===== src/hw/rtl/rv32sc_pkg.sv =====
`timescale 1ns / 1ps
// ----------------------------------------------------------------------------
// rv32sc_pkg
// Shared types, opcodes and function codes for the RV32I subset core.
// ----------------------------------------------------------------------------
package rv32sc_pkg;

   localparam int XLEN             = 32;
   localparam int REG_COUNT        = 32;
   localparam int REG_ADDR_W       = 5;
   localparam int DATA_WORDS       = 32;
   localparam int DADDR_W          = $clog2(DATA_WORDS);
   localparam int NEXT_PC_W        = 10;
   localparam int PC_WIDTH_DEFAULT = 10;
   localparam int SHAMT_W          = 5;

   typedef enum logic [1:0] {
      REQ_EXEC     = 2'd0,
      REQ_PRELOAD  = 2'd1,
      REQ_READ_REG = 2'd2,
      REQ_READ_MEM = 2'd3
   } req_kind_type;

   localparam logic [6:0] OP_R      = 7'b0110011;
   localparam logic [6:0] OP_I      = 7'b0010011;
   localparam logic [6:0] OP_LOAD   = 7'b0000011;
   localparam logic [6:0] OP_STORE  = 7'b0100011;
   localparam logic [6:0] OP_JAL    = 7'b1101111;
   localparam logic [6:0] OP_BRANCH = 7'b1100011;

   localparam logic [2:0] F3_ADD = 3'b000;
   localparam logic [2:0] F3_SLL = 3'b001;
   localparam logic [2:0] F3_SLT = 3'b010;
   localparam logic [2:0] F3_SUB = 3'b011;
   localparam logic [2:0] F3_XOR = 3'b100;
   localparam logic [2:0] F3_SRL = 3'b101;
   localparam logic [2:0] F3_OR  = 3'b110;
   localparam logic [2:0] F3_AND = 3'b111;

   localparam logic [2:0] F3_BEQ  = 3'b000;
   localparam logic [2:0] F3_BNE  = 3'b001;
   localparam logic [2:0] F3_BLT  = 3'b100;
   localparam logic [2:0] F3_BGE  = 3'b101;
   localparam logic [2:0] F3_BLTU = 3'b110;
   localparam logic [2:0] F3_BGEU = 3'b111;

   typedef struct packed {
      logic wr_req;
      logic is_link;
      logic is_load;
      logic is_store;
      logic redirect;
   } exec_ctrl_type;

endpackage


===== src/hw/rtl/rv32sc_exec.sv =====
`timescale 1ns / 1ps
// ----------------------------------------------------------------------------
// rv32sc_exec
// Instruction decode, ALU, branch compare and address generation.
// ----------------------------------------------------------------------------
module rv32sc_exec (
   input  logic [rv32sc_pkg::XLEN-1:0] instr,
   input  logic [rv32sc_pkg::XLEN-1:0] src_a,
   input  logic [rv32sc_pkg::XLEN-1:0] src_b,
   output rv32sc_pkg::exec_ctrl_type   ctrl,
   output logic [rv32sc_pkg::XLEN-1:0] result,
   output logic [rv32sc_pkg::XLEN-1:0] mem_addr,
   output logic [rv32sc_pkg::XLEN-1:0] pc_offset
);
   import rv32sc_pkg::*;

   logic [6:0]      opcode;
   logic [2:0]      funct3;
   logic [XLEN-1:0] imm_i;
   logic [XLEN-1:0] imm_s;
   logic [XLEN-1:0] imm_j;
   logic            lt_s;
   logic            lt_u;

   assign opcode = instr[6:0];
   assign funct3 = instr[14:12];
   assign imm_i  = {{20{instr[31]}}, instr[31:20]};
   assign imm_s  = {{20{instr[31]}}, instr[31:25], instr[11:7]};
   assign imm_j  = {{12{instr[31]}}, instr[31:12]};
   assign lt_s   = $signed(src_a) < $signed(src_b);
   assign lt_u   = src_a < src_b;

   always_comb begin
      ctrl      = '0;
      result    = '0;
      mem_addr  = '0;
      pc_offset = '0;
      unique case (opcode)
         OP_R: begin
            ctrl.wr_req = 1'b1;
            case (funct3)
               F3_ADD:  result = src_a + src_b;
               F3_SLL:  result = src_a << src_b[SHAMT_W-1:0];
               F3_SLT:  result = {{(XLEN-1){1'b0}}, lt_s};
               F3_SUB:  result = src_a - src_b;
               F3_XOR:  result = src_a ^ src_b;
               F3_SRL:  result = src_a >> src_b[SHAMT_W-1:0];
               F3_OR:   result = src_a | src_b;
               default: result = src_a & src_b;
            endcase
         end
         OP_I: begin
            ctrl.wr_req = 1'b1;
            case (funct3)
               F3_ADD:  result = src_a + imm_i;
               F3_SLL:  result = src_a << imm_i[SHAMT_W-1:0];
               F3_XOR:  result = src_a ^ imm_i;
               F3_SRL:  result = src_a >> imm_i[SHAMT_W-1:0];
               F3_OR:   result = src_a | imm_i;
               F3_AND:  result = src_a & imm_i;
               default: ctrl.wr_req = 1'b0;
            endcase
         end
         OP_LOAD: begin
            ctrl.is_load = 1'b1;
            mem_addr     = src_a + imm_i;
         end
         OP_STORE: begin
            ctrl.is_store = 1'b1;
            mem_addr      = src_a + imm_s;
         end
         OP_JAL: begin
            ctrl.wr_req   = 1'b1;
            ctrl.is_link  = 1'b1;
            ctrl.redirect = 1'b1;
            pc_offset     = imm_j;
         end
         OP_BRANCH: begin
            pc_offset = imm_s;
            case (funct3)
               F3_BEQ:  ctrl.redirect = (src_a == src_b);
               F3_BNE:  ctrl.redirect = (src_a != src_b);
               F3_BLT:  ctrl.redirect = lt_s;
               F3_BGE:  ctrl.redirect = !lt_s;
               F3_BLTU: ctrl.redirect = lt_u;
               F3_BGEU: ctrl.redirect = !lt_u;
               default: ctrl.redirect = 1'b0;
            endcase
         end
         default: ;
      endcase
   end

endmodule


===== src/hw/rtl/rv32_subset_single_cycle_core.sv =====
`timescale 1ns / 1ps
// ----------------------------------------------------------------------------
// rv32_subset_single_cycle_core
// Core for a subset of RV32I with flop register file and data memory.
// ----------------------------------------------------------------------------
// Usage:
//   Requests enter on req_* (valid/ready). req_type selects execute,
//   data preload, register read or data word read. Every request yields
//   exactly one response on rsp_* (valid/ready), in order.
//   A request passes the input register, then the response register.
//   Throughput: one request per cycle while rsp_ready stays high.
//   Register file reads are captured at acceptance; a write retiring
//   on that same edge is bypassed from a one-entry hold register, so
//   dependent instructions run back to back.
//   State (register file, data memory, pc) updates when a request moves
//   from the input register to the response register.
//   Reset: pc is zero; register file and data memory read as zero through
//   per-entry valid bits cleared by reset. No clearing pass is needed.
//   Stall: when rsp_ready is low with a response held, one more request
//   can wait in the input register, then req_ready drops.
// ----------------------------------------------------------------------------
module rv32_subset_single_cycle_core #(
   parameter int PC_WIDTH = rv32sc_pkg::PC_WIDTH_DEFAULT
) (
   input  logic                                    clock,
   input  logic                                    reset,
   input  logic                                    req_valid,
   output logic                                    req_ready,
   input  logic [1:0]                              req_type,
   input  logic [rv32sc_pkg::XLEN-1:0]             req_instr_word,
   input  logic [rv32sc_pkg::REG_ADDR_W-1:0]       req_access_index,
   input  logic signed [rv32sc_pkg::XLEN-1:0]      req_preload_value,
   output logic                                    rsp_valid,
   input  logic                                    rsp_ready,
   output logic [rv32sc_pkg::NEXT_PC_W-1:0]        rsp_next_pc,
   output logic signed [rv32sc_pkg::XLEN-1:0]      rsp_read_value,
   output logic                                    rsp_reg_written,
   output logic [rv32sc_pkg::REG_ADDR_W-1:0]       rsp_dest_index,
   output logic signed [rv32sc_pkg::XLEN-1:0]      rsp_dest_value,
   output logic                                    rsp_mem_fault
);
   import rv32sc_pkg::*;

   // storage
   logic [XLEN-1:0]       reg_mem [REG_COUNT];
   logic [REG_COUNT-1:0]  reg_valid_ff;
   logic [XLEN-1:0]       dmem_ff [DATA_WORDS];
   logic [DATA_WORDS-1:0] dmem_valid_ff;
   logic [PC_WIDTH-1:0]   pc_ff;
   logic [PC_WIDTH-1:0]   pc_in;

   // input stage
   logic                  s1_valid_ff;
   req_kind_type          s1_kind_ff;
   logic [XLEN-1:0]       s1_instr_ff;
   logic [REG_ADDR_W-1:0] s1_index_ff;
   logic [XLEN-1:0]       s1_pval_ff;
   logic [REG_ADDR_W-1:0] s1_addr_a_ff;
   logic [REG_ADDR_W-1:0] s1_addr_b_ff;
   logic [XLEN-1:0]       rd_a_ff;
   logic [XLEN-1:0]       rd_b_ff;
   logic                  byp_en_ff;
   logic [REG_ADDR_W-1:0] byp_addr_ff;
   logic [XLEN-1:0]       byp_data_ff;

   // response stage
   logic                  rsp_valid_ff;
   logic [NEXT_PC_W-1:0]  rsp_next_pc_ff;
   logic [XLEN-1:0]       rsp_read_value_ff;
   logic                  rsp_reg_written_ff;
   logic [REG_ADDR_W-1:0] rsp_dest_index_ff;
   logic [XLEN-1:0]       rsp_dest_value_ff;
   logic                  rsp_mem_fault_ff;

   logic                  accept;
   logic                  advance;
   req_kind_type          kind_in;
   logic [REG_ADDR_W-1:0] addr_a_in;
   logic [REG_ADDR_W-1:0] addr_b_in;

   logic [XLEN-1:0]       src_a;
   logic [XLEN-1:0]       src_b;
   exec_ctrl_type         ctrl;
   logic [XLEN-1:0]       alu_result;
   logic [XLEN-1:0]       mem_addr;
   logic [XLEN-1:0]       pc_offset;

   logic                  mem_ok;
   logic                  idx_ok;
   logic [DADDR_W-1:0]    dm_raddr;
   logic [XLEN-1:0]       dm_rdata;
   logic [PC_WIDTH-1:0]   pc_plus1;
   logic [PC_WIDTH-1:0]   pc_target;
   logic [PC_WIDTH+XLEN-1:0]      link_wide;
   logic [PC_WIDTH+NEXT_PC_W-1:0] npc_wide;

   logic                  wr_req;
   logic [XLEN-1:0]       wr_val;
   logic                  rf_we;
   logic [REG_ADDR_W-1:0] rf_waddr;
   logic                  dm_we;
   logic [DADDR_W-1:0]    dm_waddr;
   logic [XLEN-1:0]       dm_wdata;
   logic [XLEN-1:0]       read_val;
   logic                  fault;

   // handshake
   assign advance   = s1_valid_ff && (!rsp_valid_ff || rsp_ready);
   assign req_ready = !s1_valid_ff || advance;
   assign accept    = req_valid && req_ready;

   assign kind_in   = req_kind_type'(req_type);
   assign addr_a_in = (kind_in == REQ_EXEC) ? req_instr_word[19:15] : req_access_index;
   assign addr_b_in = req_instr_word[24:20];

   // operand bypass for the write retiring on the capture edge
   assign src_a = (byp_en_ff && byp_addr_ff == s1_addr_a_ff) ? byp_data_ff : rd_a_ff;
   assign src_b = (byp_en_ff && byp_addr_ff == s1_addr_b_ff) ? byp_data_ff : rd_b_ff;

   rv32sc_exec u_exec (
      .instr     (s1_instr_ff),
      .src_a     (src_a),
      .src_b     (src_b),
      .ctrl      (ctrl),
      .result    (alu_result),
      .mem_addr  (mem_addr),
      .pc_offset (pc_offset)
   );

   assign mem_ok   = mem_addr < XLEN'(DATA_WORDS);
   assign idx_ok   = XLEN'(s1_index_ff) < XLEN'(DATA_WORDS);
   assign dm_raddr = (s1_kind_ff == REQ_READ_MEM) ? s1_index_ff[DADDR_W-1:0]
                                                  : mem_addr[DADDR_W-1:0];
   assign dm_rdata = dmem_valid_ff[dm_raddr] ? dmem_ff[dm_raddr] : '0;

   assign pc_plus1  = pc_ff + 1'b1;
   assign pc_target = pc_ff + pc_offset[PC_WIDTH-1:0];
   assign link_wide = {{XLEN{1'b0}}, pc_plus1};
   assign npc_wide  = {{NEXT_PC_W{1'b0}}, pc_in};

   always_comb begin
      pc_in    = pc_ff;
      wr_req   = 1'b0;
      wr_val   = '0;
      dm_we    = 1'b0;
      dm_waddr = s1_index_ff[DADDR_W-1:0];
      dm_wdata = s1_pval_ff;
      read_val = '0;
      fault    = 1'b0;
      unique case (s1_kind_ff)
         REQ_PRELOAD: begin
            if (idx_ok) begin
               dm_we = 1'b1;
            end else begin
               fault = 1'b1;
            end
         end
         REQ_READ_REG: begin
            read_val = src_a;
         end
         REQ_READ_MEM: begin
            if (idx_ok) begin
               read_val = dm_rdata;
            end else begin
               fault = 1'b1;
            end
         end
         default: begin
            pc_in = ctrl.redirect ? pc_target : pc_plus1;
            if (ctrl.is_load) begin
               if (mem_ok) begin
                  wr_req = 1'b1;
                  wr_val = dm_rdata;
               end else begin
                  fault = 1'b1;
               end
            end else if (ctrl.is_store) begin
               if (mem_ok) begin
                  dm_we    = 1'b1;
                  dm_waddr = mem_addr[DADDR_W-1:0];
                  dm_wdata = src_b;
               end else begin
                  fault = 1'b1;
               end
            end else if (ctrl.wr_req) begin
               wr_req = 1'b1;
               wr_val = ctrl.is_link ? link_wide[XLEN-1:0] : alu_result;
            end
         end
      endcase
   end

   assign rf_waddr = s1_instr_ff[11:7];
   assign rf_we    = wr_req && (rf_waddr != '0);

   // register file: write on retire, registered reads on accept
   always_ff @(posedge clock) begin
      if (advance && rf_we) begin
         reg_mem[rf_waddr] <= wr_val;
      end
      if (accept) begin
         rd_a_ff <= reg_valid_ff[addr_a_in] ? reg_mem[addr_a_in] : '0;
         rd_b_ff <= reg_valid_ff[addr_b_in] ? reg_mem[addr_b_in] : '0;
      end
   end

   always_ff @(posedge clock) begin
      if (reset) begin
         reg_valid_ff <= '0;
      end else if (advance && rf_we) begin
         reg_valid_ff[rf_waddr] <= 1'b1;
      end
   end

   // data memory
   always_ff @(posedge clock) begin
      if (advance && dm_we) begin
         dmem_ff[dm_waddr] <= dm_wdata;
      end
   end

   always_ff @(posedge clock) begin
      if (reset) begin
         dmem_valid_ff <= '0;
      end else if (advance && dm_we) begin
         dmem_valid_ff[dm_waddr] <= 1'b1;
      end
   end

   // input stage
   always_ff @(posedge clock) begin
      if (reset) begin
         s1_valid_ff <= 1'b0;
         byp_en_ff   <= 1'b0;
      end else if (accept) begin
         s1_valid_ff <= 1'b1;
         byp_en_ff   <= advance && rf_we;
      end else if (advance) begin
         s1_valid_ff <= 1'b0;
      end
   end

   always_ff @(posedge clock) begin
      if (accept) begin
         s1_kind_ff   <= kind_in;
         s1_instr_ff  <= req_instr_word;
         s1_index_ff  <= req_access_index;
         s1_pval_ff   <= req_preload_value;
         s1_addr_a_ff <= addr_a_in;
         s1_addr_b_ff <= addr_b_in;
         byp_addr_ff  <= rf_waddr;
         byp_data_ff  <= wr_val;
      end
   end

   // pc
   always_ff @(posedge clock) begin
      if (reset) begin
         pc_ff <= '0;
      end else if (advance) begin
         pc_ff <= pc_in;
      end
   end

   // response register
   always_ff @(posedge clock) begin
      if (reset) begin
         rsp_valid_ff <= 1'b0;
      end else if (advance) begin
         rsp_valid_ff <= 1'b1;
      end else if (rsp_ready) begin
         rsp_valid_ff <= 1'b0;
      end
   end

   always_ff @(posedge clock) begin
      if (advance) begin
         rsp_next_pc_ff     <= npc_wide[NEXT_PC_W-1:0];
         rsp_read_value_ff  <= read_val;
         rsp_reg_written_ff <= rf_we;
         rsp_dest_index_ff  <= rf_we ? rf_waddr : '0;
         rsp_dest_value_ff  <= rf_we ? wr_val : '0;
         rsp_mem_fault_ff   <= fault;
      end
   end

   assign rsp_valid       = rsp_valid_ff;
   assign rsp_next_pc     = rsp_next_pc_ff;
   assign rsp_read_value  = rsp_read_value_ff;
   assign rsp_reg_written = rsp_reg_written_ff;
   assign rsp_dest_index  = rsp_dest_index_ff;
   assign rsp_dest_value  = rsp_dest_value_ff;
   assign rsp_mem_fault   = rsp_mem_fault_ff;

   // assertions
   a_no_x0_write: assert property (@(posedge clock) disable iff (reset)
      rsp_valid_ff && rsp_reg_written_ff |-> rsp_dest_index_ff != '0)
      else $error("response reports a write to x0");

   a_x0_never_valid: assert property (@(posedge clock) disable iff (reset)
      !reg_valid_ff[0])
      else $error("x0 marked as written");

   a_pc_hold: assert property (@(posedge clock) disable iff (reset)
      advance && s1_kind_ff != REQ_EXEC |=> pc_ff == $past(pc_ff))
      else $error("pc moved on a non-execute request");

   a_fault_no_write: assert property (@(posedge clock) disable iff (reset)
      rsp_valid_ff && rsp_mem_fault_ff |-> !rsp_reg_written_ff)
      else $error("faulting request wrote a register");

   a_write_sets_valid: assert property (@(posedge clock) disable iff (reset)
      advance && rf_we |=> reg_valid_ff[$past(rf_waddr)])
      else $error("retired register write not marked valid");

endmodule

===== config.mk =====
export PLATFORM = sky130hd
export DESIGN_NAME = rv32_subset_single_cycle_core
export DESIGN_NICKNAME = d
export VERILOG_FILES = /design/src/hw/rtl/rv32sc_pkg.sv /design/src/hw/rtl/rv32sc_exec.sv /design/src/hw/rtl/rv32_subset_single_cycle_core.sv
export SDC_FILE = /design/constraint.sdc
export NUM_CORES = 2
export LEC_CHECK = 0
export BUFFER_PORTS_ARGS = -buffer_cell sky130_fd_sc_hd__buf_2
export CORE_MARGIN = 2
export CORE_UTILIZATION = 35
export CTS_BUF_LIST = sky130_fd_sc_hd__clkbuf_16
export DETAILED_ROUTE_END_ITERATION = 8
export PLACE_DENSITY = 0.46
export REMOVE_ABC_BUFFERS = 1
export SYNTH_ARGS = -nofsm -noshare
export SYNTH_HDL_FRONTEND = slang
export SYNTH_HIERARCHICAL = 1
export SYNTH_SLANG_ARGS = --single-unit
export TNS_END_PERCENT = 50

===== constraint.sdc =====
create_clock -name clock -period 12.83 [get_ports clock]
set_clock_uncertainty 0.05 [all_clocks]
set_input_delay 1.283 -clock clock [delete_from_list [all_inputs] [get_ports clock]]
set_output_delay 1.283 -clock clock [all_outputs]
set_load 0.01 [all_outputs]

# Yosys cells after proc, flatten, opt, wreduce, memory -nomap -nowiden

Memories as Yosys holds them, arrays and structs flattened. A register that Yosys moved wholly into a read port is not among the register bits.
Cells that the tools add are included.

Register bits: 276
Bits in writable memories: 2,048
Input bits: 75
Memories: 2

$add $sub $neg: 6
Magnitude comparators: 10
Eq/ne operators: 20
Shifts and indexed selects: 4
Multiplexer cells: 63
Bitwise logic cells: 8
Reductions and logical operators: 26

Memory list:

| name    | words | width | rd ports | clocked after memory_dff | wr ports | RTL line                            | text |
|---|---|---|---|---|---|---|---|
| dmem_ff | 32    | 32    | 1        | 0                        | 1        | rv32_subset_single_cycle_core.sv:47 | `logic [XLEN-1:0] dmem_ff [DATA_WORDS];` |
| reg_mem | 32    | 32    | 2        | 2                        | 1        | rv32_subset_single_cycle_core.sv:45 | `logic [XLEN-1:0] reg_mem [REG_COUNT];` |

Operators by type and width:

| kind                                                        | number |
|---|---|
| two-way mux 32 bit                                          | 13 |
| case mux 32 bit (7 select lines)                            | 1 |
| case mux 32 bit (2 select lines)                            | 3 |
| case mux 32 bit (6 select lines)                            | 1 |
| OR 32 bit                                                   | 4 |
| adder 32 bit                                                | 3 |
| AND 32 bit                                                  | 2 |
| less-than comparator 32 bit                                 | 2 |
| << shifter 32 x 5 -> 32 bit                                 | 2 |
| right shift 32 x 5 -> 32 bit                                | 2 |
| XOR 32 bit                                                  | 2 |
| == test 32 bit                                              | 1 |
| less-than comparator 32 x 6 -> 1 bit, second input constant | 1 |
| != test 32 bit                                              | 1 |
| subtractor 32 bit                                           | 1 |
| less-than comparator 5 x 6 -> 1 bit, second input constant  | 5 |
| two-way mux 5 bit                                           | 6 |
| two-way mux 1 bit                                           | 27 |
| two-way mux 10 bit                                          | 2 |
| case mux 10 bit (2 select lines)                            | 1 |
| binary-select mux 1 bit (select 5 bit)                      | 3 |
| == test 7 x 6 -> 1 bit, second input constant               | 2 |
| == test 7 bit, second input constant                        | 2 |
| == test 3 bit, second input constant                        | 4 |
| other kinds (23)                                            | 46 |

# Depth between registers and ports, before layout

Depth after elaboration: 15
Mapped depth: 28

# By module

Netlist, hierarchy kept.

Modules (own cells, without submodules):

| module                        | instances | cells each | area an instance (µm²) | sequential area each (µm²) |
|---|---|---|---|---|
| rv32_subset_single_cycle_core | 1         | 7,046      | 103,663.2              | 70,787.9 |
| rv32sc_exec                   | 1         | 2,652      | 16,859.9               | 0.0 |

# Worst setup path before layout

No wires, ideal clock.

Path kind: register to register
Start point: register byp_addr_ff[4]
End point: memory dmem_ff[17][0] (enable)
Library setup time: 0.423 ns
Arrival time: 7.580 ns
Path slack: 4.777 ns
Stages on the path, launching flop included: 28
Cell sequence: edfxtp_1 xor2_1 nor4_1 and3_1 clkbuf_1 buf_1 mux2_2 clkbuf_1 inv_1 fa_1 nor2b_1 o31ai_1 a21oi_1 nor2_1 a21oi_1 a21o_1 a21o_1 a21boi_0 o21ai_0 mux2_2 nor3_1 nand3_1 or4_1 buf_2 mux2i_2 or2_1 buf_2 nor2_1

Word-level cells in the longest chain between the ends: 13
Elaborated cells between the ends (all ways): 18
Those cells by class: 2 x add/sub; 1 x order compare; 1 x eq/ne; 12 x mux; 2 x reduce/logical

Ends and longest elaborated chain:

| item                                     | RTL line                             | text |
|---|---|---|
| start: declaration                       | rv32_subset_single_cycle_core.sv:63  | `logic [REG_ADDR_W-1:0] byp_addr_ff;` |
| start signal: assignment                 | rv32_subset_single_cycle_core.sv:251 | `byp_addr_ff <= rf_waddr;` |
| == test 5 bit (*)                        | rv32_subset_single_cycle_core.sv:117 | `assign src_a = (byp_en_ff && byp_addr_ff == s1_addr_a_ff) ? byp_data_ff : rd_a_ff;` |
| logical AND 1 bit (*)                    | rv32_subset_single_cycle_core.sv:117 |  |
| two-way mux 32 bit (*)                   | rv32_subset_single_cycle_core.sv:117 |  |
| via src_a[1]                             | rv32_subset_single_cycle_core.sv:81  | `logic [XLEN-1:0] src_a;` |
| adder 32 bit (on tied branches)          | rv32sc_exec.sv:70, rv32sc_exec.sv:66 |  |
| case mux 32 bit (2 select lines) (*)     | rv32sc_exec.sv:38                    | `unique case (opcode)` |
| via mem_addr[16]                         | rv32_subset_single_cycle_core.sv:85  | `logic [XLEN-1:0] mem_addr;` |
| less-than comparator 32 x 6 -> 1 bit (*) | rv32_subset_single_cycle_core.sv:130 | `assign mem_ok = mem_addr < XLEN'(DATA_WORDS);` |
| two-way mux 1 bit                        | rv32_subset_single_cycle_core.sv:178 | `if (mem_ok) begin` |
| two-way mux 1 bit                        | rv32_subset_single_cycle_core.sv:177 | `end else if (ctrl.is_store) begin` |
| two-way mux 1 bit                        | rv32_subset_single_cycle_core.sv:170 | `if (ctrl.is_load) begin` |
| case mux 1 bit (2 select lines)          | rv32_subset_single_cycle_core.sv:150 | `unique case (s1_kind_ff)` |
| logical AND 1 bit                        | rv32_subset_single_cycle_core.sv:217 | `if (advance && dm_we) begin` |
| two-way mux 1 bit                        | rv32_subset_single_cycle_core.sv:217 |  |
| two-way mux 1 bit (implied by the code)  | rv32_subset_single_cycle_core.sv:218 | `dmem_ff[dm_waddr] <= dm_wdata;` |
| end: declaration                         | rv32_subset_single_cycle_core.sv:47  |  |

Mark *: on every way through the listed nets, which the timed path passes. The rest lies on a longest branch.

# Final worst setup path

Start point: register byp_addr_ff[4]
End point: memory reg_mem[12][9] (enable)

Word-level cells in the longest chain between the ends: 13
Elaborated cells between the ends (all ways): 14
Those cells by class: 2 x add/sub; 1 x order compare; 1 x eq/ne; 7 x mux; 3 x reduce/logical

Ends and longest elaborated chain:

| item                                        | RTL line                             | text |
|---|---|---|
| == test 5 bit (*)                           | rv32_subset_single_cycle_core.sv:117 |  |
| logical AND 1 bit (*)                       | rv32_subset_single_cycle_core.sv:117 |  |
| two-way mux 32 bit (*)                      | rv32_subset_single_cycle_core.sv:117 |  |
| via src_a[27]                               | rv32_subset_single_cycle_core.sv:81  |  |
| adder 32 bit (on tied branches)             | rv32sc_exec.sv:70, rv32sc_exec.sv:66 |  |
| case mux 32 bit (2 select lines) (*)        | rv32sc_exec.sv:38                    |  |
| via mem_addr[30]                            | rv32_subset_single_cycle_core.sv:85  |  |
| less-than comparator 32 x 6 -> 1 bit (*)    | rv32_subset_single_cycle_core.sv:130 |  |
| two-way mux 1 bit (*)                       | rv32_subset_single_cycle_core.sv:171 | `if (mem_ok) begin` |
| two-way mux 1 bit (*)                       | rv32_subset_single_cycle_core.sv:170 |  |
| two-way mux 1 bit (*)                       | rv32_subset_single_cycle_core.sv:150 |  |
| logical AND 1 bit (*)                       | rv32_subset_single_cycle_core.sv:194 | `assign rf_we = wr_req && (rf_waddr != '0);` |
| logical AND 1 bit (*)                       | rv32_subset_single_cycle_core.sv:198 | `if (advance && rf_we) begin` |
| two-way mux 1 bit (*)                       | rv32_subset_single_cycle_core.sv:198 |  |
| two-way mux 1 bit (implied by the code) (*) | rv32_subset_single_cycle_core.sv:199 | `reg_mem[rf_waddr] <= wr_val;` |
| end: declaration                            | rv32_subset_single_cycle_core.sv:45  |  |

Marks and branches as above.

==> impl_metrics.toml <==
[detailed_routing]
routed_wirelength_um = 517000
drc = 0
dr.pass1.iters = 9
first_iter_violations = 11000
vias = 88500
post_drt_wl_per_cell_um = 35.7
vias_per_cell = 6.11
ant_nets = 0

[global_routing]
grt_overflow_total = 0
grt_usage_pct = 28.9
grt_pass1_wl_um = 708000
grt_pass1_vias = 84800
use_met2_pct = 44.9
grt_antenna_before_repair = 48
top_usage_layer = "met2"
groute.layer.met3.usage_pct = 5.06
grt_max_degree = 148
grt_use_met1_pct = 39.5

[sta]
slew_headroom_pct = 4.43
hold_viol = 0
min_period_over_period_pct = 82.8
max_freq_ghz = 0.0941
min_period_ns = 10.63
fin_ws_ns = 2.20
tightest_slew_ns = 1.42
grt_setup_unrepaired = "no"
slew_viol_final = 0
setup_violations = 0

[cts]
cts_buffer_depth = 4
cts-root-buf = "clkbuf_16"
cts_tree = "yes"
path_clk_slew_ns = 0.06
cts_buffers = 280
postCtsResizedCells = 0
ctsHoldBuffers = 0
htree_levels = 5
cts_sinks = 2383
cts_setup_buffers = 0
clock_latency_ns = 0.93

[final_layout]
fillers = 32400
areaGrowthSynthToFinish_pct = 12.9
multi_input_area_um2 = 46800
top_regs = "dmem_ff x1024, reg_mem x1024"
drive_above_1_share_pct = 16.3
fin_nets = 9965
register_area_um2 = 70800
fin_cells = 14500

[die]
core_um2 = 343000
pin_count = 158
start_util_pct = 35.1
dieArea_um2 = 349000
die_h_um = 590
die_x_um = 590
num_rows = 215

[power_and_ir_drop]
internal_power_mw = 13.5
power.switching_mw = 5.12
combPwrFrac_pct = 12.8
ir_worst_vdd_uv = 102
p_per_area_nw_per_um2 = 137
leakage_nw = 47.7
p_sw_share_pct = 27.5
p_seq_share_pct = 46.3
p_clk_share_pct = 40.9

[logic_synthesis]
synth_area_um2 = 120000
ys_warn_count = 6
synth.avg_cell_area_um2 = 12.5
synthCells = 9666

[critical_path]
crit_arrival_ns = 11.09
cp_max_fo = 27
crit_path_end_kind = "flip-flop"
required_ns = 13.29
criticalPathCategory = "reg -> reg"
startpoint_type = "flip-flop"
rr_worst_depth = 25

[worst_hold_path]
whs_path_depth = 1
hp-class = "reg -> reg"

[job]
timing.max_cap.violations = 0

[placement]
dp_hpwl_um = 349000
port-buffer-count = 157
pre_cts_slack_ns = 2.37
place_inst = 14000
gp_congestion = 1.07

[run_status]
status = "completed"
==> layout make-up <==
cell class | instances | area share (%)
sequential | 2383 | 52.1
tap | 4557 | 4.20
clock buffer | 286 | 5.27
antenna | 16 | 0.0295
clock inverter | 211 | 1.07
multi-input combinational | 6405 | 34.4
inverter | 152 | 0.448
timing repair buffer | 476 | 2.48
==> metal layers <==
metal	share of wire, %	vias up
met5	0.019	-
met4	5.3	16
met3	8.1	831
met2	45	4552
met1	41	45900
li1	-	37200
==> layout by cell type, fill, tap and decap left out, drive strengths merged, types with 25 or more instances in the layout <==
| cell | n |
|---|---|
| a2111oi | 82 |
| clkbuf | 287 |
| xnor2 | 56 |
| inv | 224 |
| mux2i | 431 |
| ha | 187 |
| o211ai | 50 |
| buf | 475 |
| edfxtp | 2306 |
| and3 | 245 |
| nand2 | 1596 |
| o22ai | 81 |
| mux2 | 97 |
| a21o | 69 |
| nand4 | 30 |
| nor4 | 44 |
| a221oi | 47 |
| nor3 | 68 |
| conb | 32 |
| o22a | 27 |
| a31oi | 92 |
| xor2 | 35 |
| a21oi | 378 |
| a311oi | 42 |
| a211oi | 219 |
| nor2 | 485 |
| o21bai | 32 |
| clkinv | 124 |
| o21ba | 40 |
| mux4 | 411 |
| dfxtp | 77 |
| o21ai | 352 |
| and2 | 27 |
| a32o | 54 |
| nand3 | 664 |
| o2111ai | 25 |
| a32oi | 41 |
| nand2b | 25 |
==> metrics by stage <==
stage                     instance area (um^2)  setup TNS (ns)  power [mW]  util, %  hold WS [ns]
after floorplan                         117000        -1457.94        10.0        -         0.391
after global placement                  127000               0        11.1     37.1         0.406
after detailed placement                127000               0        11.1     37.1         0.407
after CTS                               136000               0        18.7     39.6         0.416
after global routing                    136000               0        19.1     39.6         0.436
final                                   136000               0        18.6     39.7         0.418
==> final timing paths <==
kind                                                      from                              to  slack (ns)
worst max-delay path                  byp_addr_ff[4]$_DFFE_PP_        reg_mem[12][9]$_DFFE_PP_        2.20
worst min-delay path            dmem_valid_ff[25]$_SDFFE_PP0P_  dmem_valid_ff[25]$_SDFFE_PP0P_        0.42
worst max register to register        byp_addr_ff[4]$_DFFE_PP_        reg_mem[12][9]$_DFFE_PP_        2.20
worst min register to register  dmem_valid_ff[25]$_SDFFE_PP0P_  dmem_valid_ff[25]$_SDFFE_PP0P_        0.42
==> power groups by stage <==
stage / registers (mW) / clock network [mW] / logic, mW
2_1_floorplan: 8.75 / 0 / 1.25
3_3_place_gp: 8.76 / 0 / 2.33
3_5_place_dp: 8.76 / 0 / 2.31
4_1_cts: 8.60 / 7.75 / 2.32
5_1_grt: 8.60 / 8.03 / 2.46
6_report: 8.60 / 7.61 / 2.37
==> critical path, stage by stage (launching register included) <==
cell and delay (ns):
edfxtp_1 0.42, xor2_1 0.19, nor4_1 0.30, and3_2 0.37
buf_4 0.44, mux2_2 0.51, inv_1 0.18, ha_1 0.51
a2111oi_0 1.12, inv_1 0.09, nor2_1 0.14, a221oi_1 0.15
a21oi_1 0.23, xor2_1 0.18, nor2_1 0.06, nor4_1 0.63
nand4_1 0.49, buf_4 0.33, o31ai_2 0.28, buf_4 0.21
nand2_1 0.06, buf_4 0.24, inv_1 0.65, nand3_1 0.89
nor2_4 0.83, buf_4 0.51
Power figures use the tool's default switching activity.
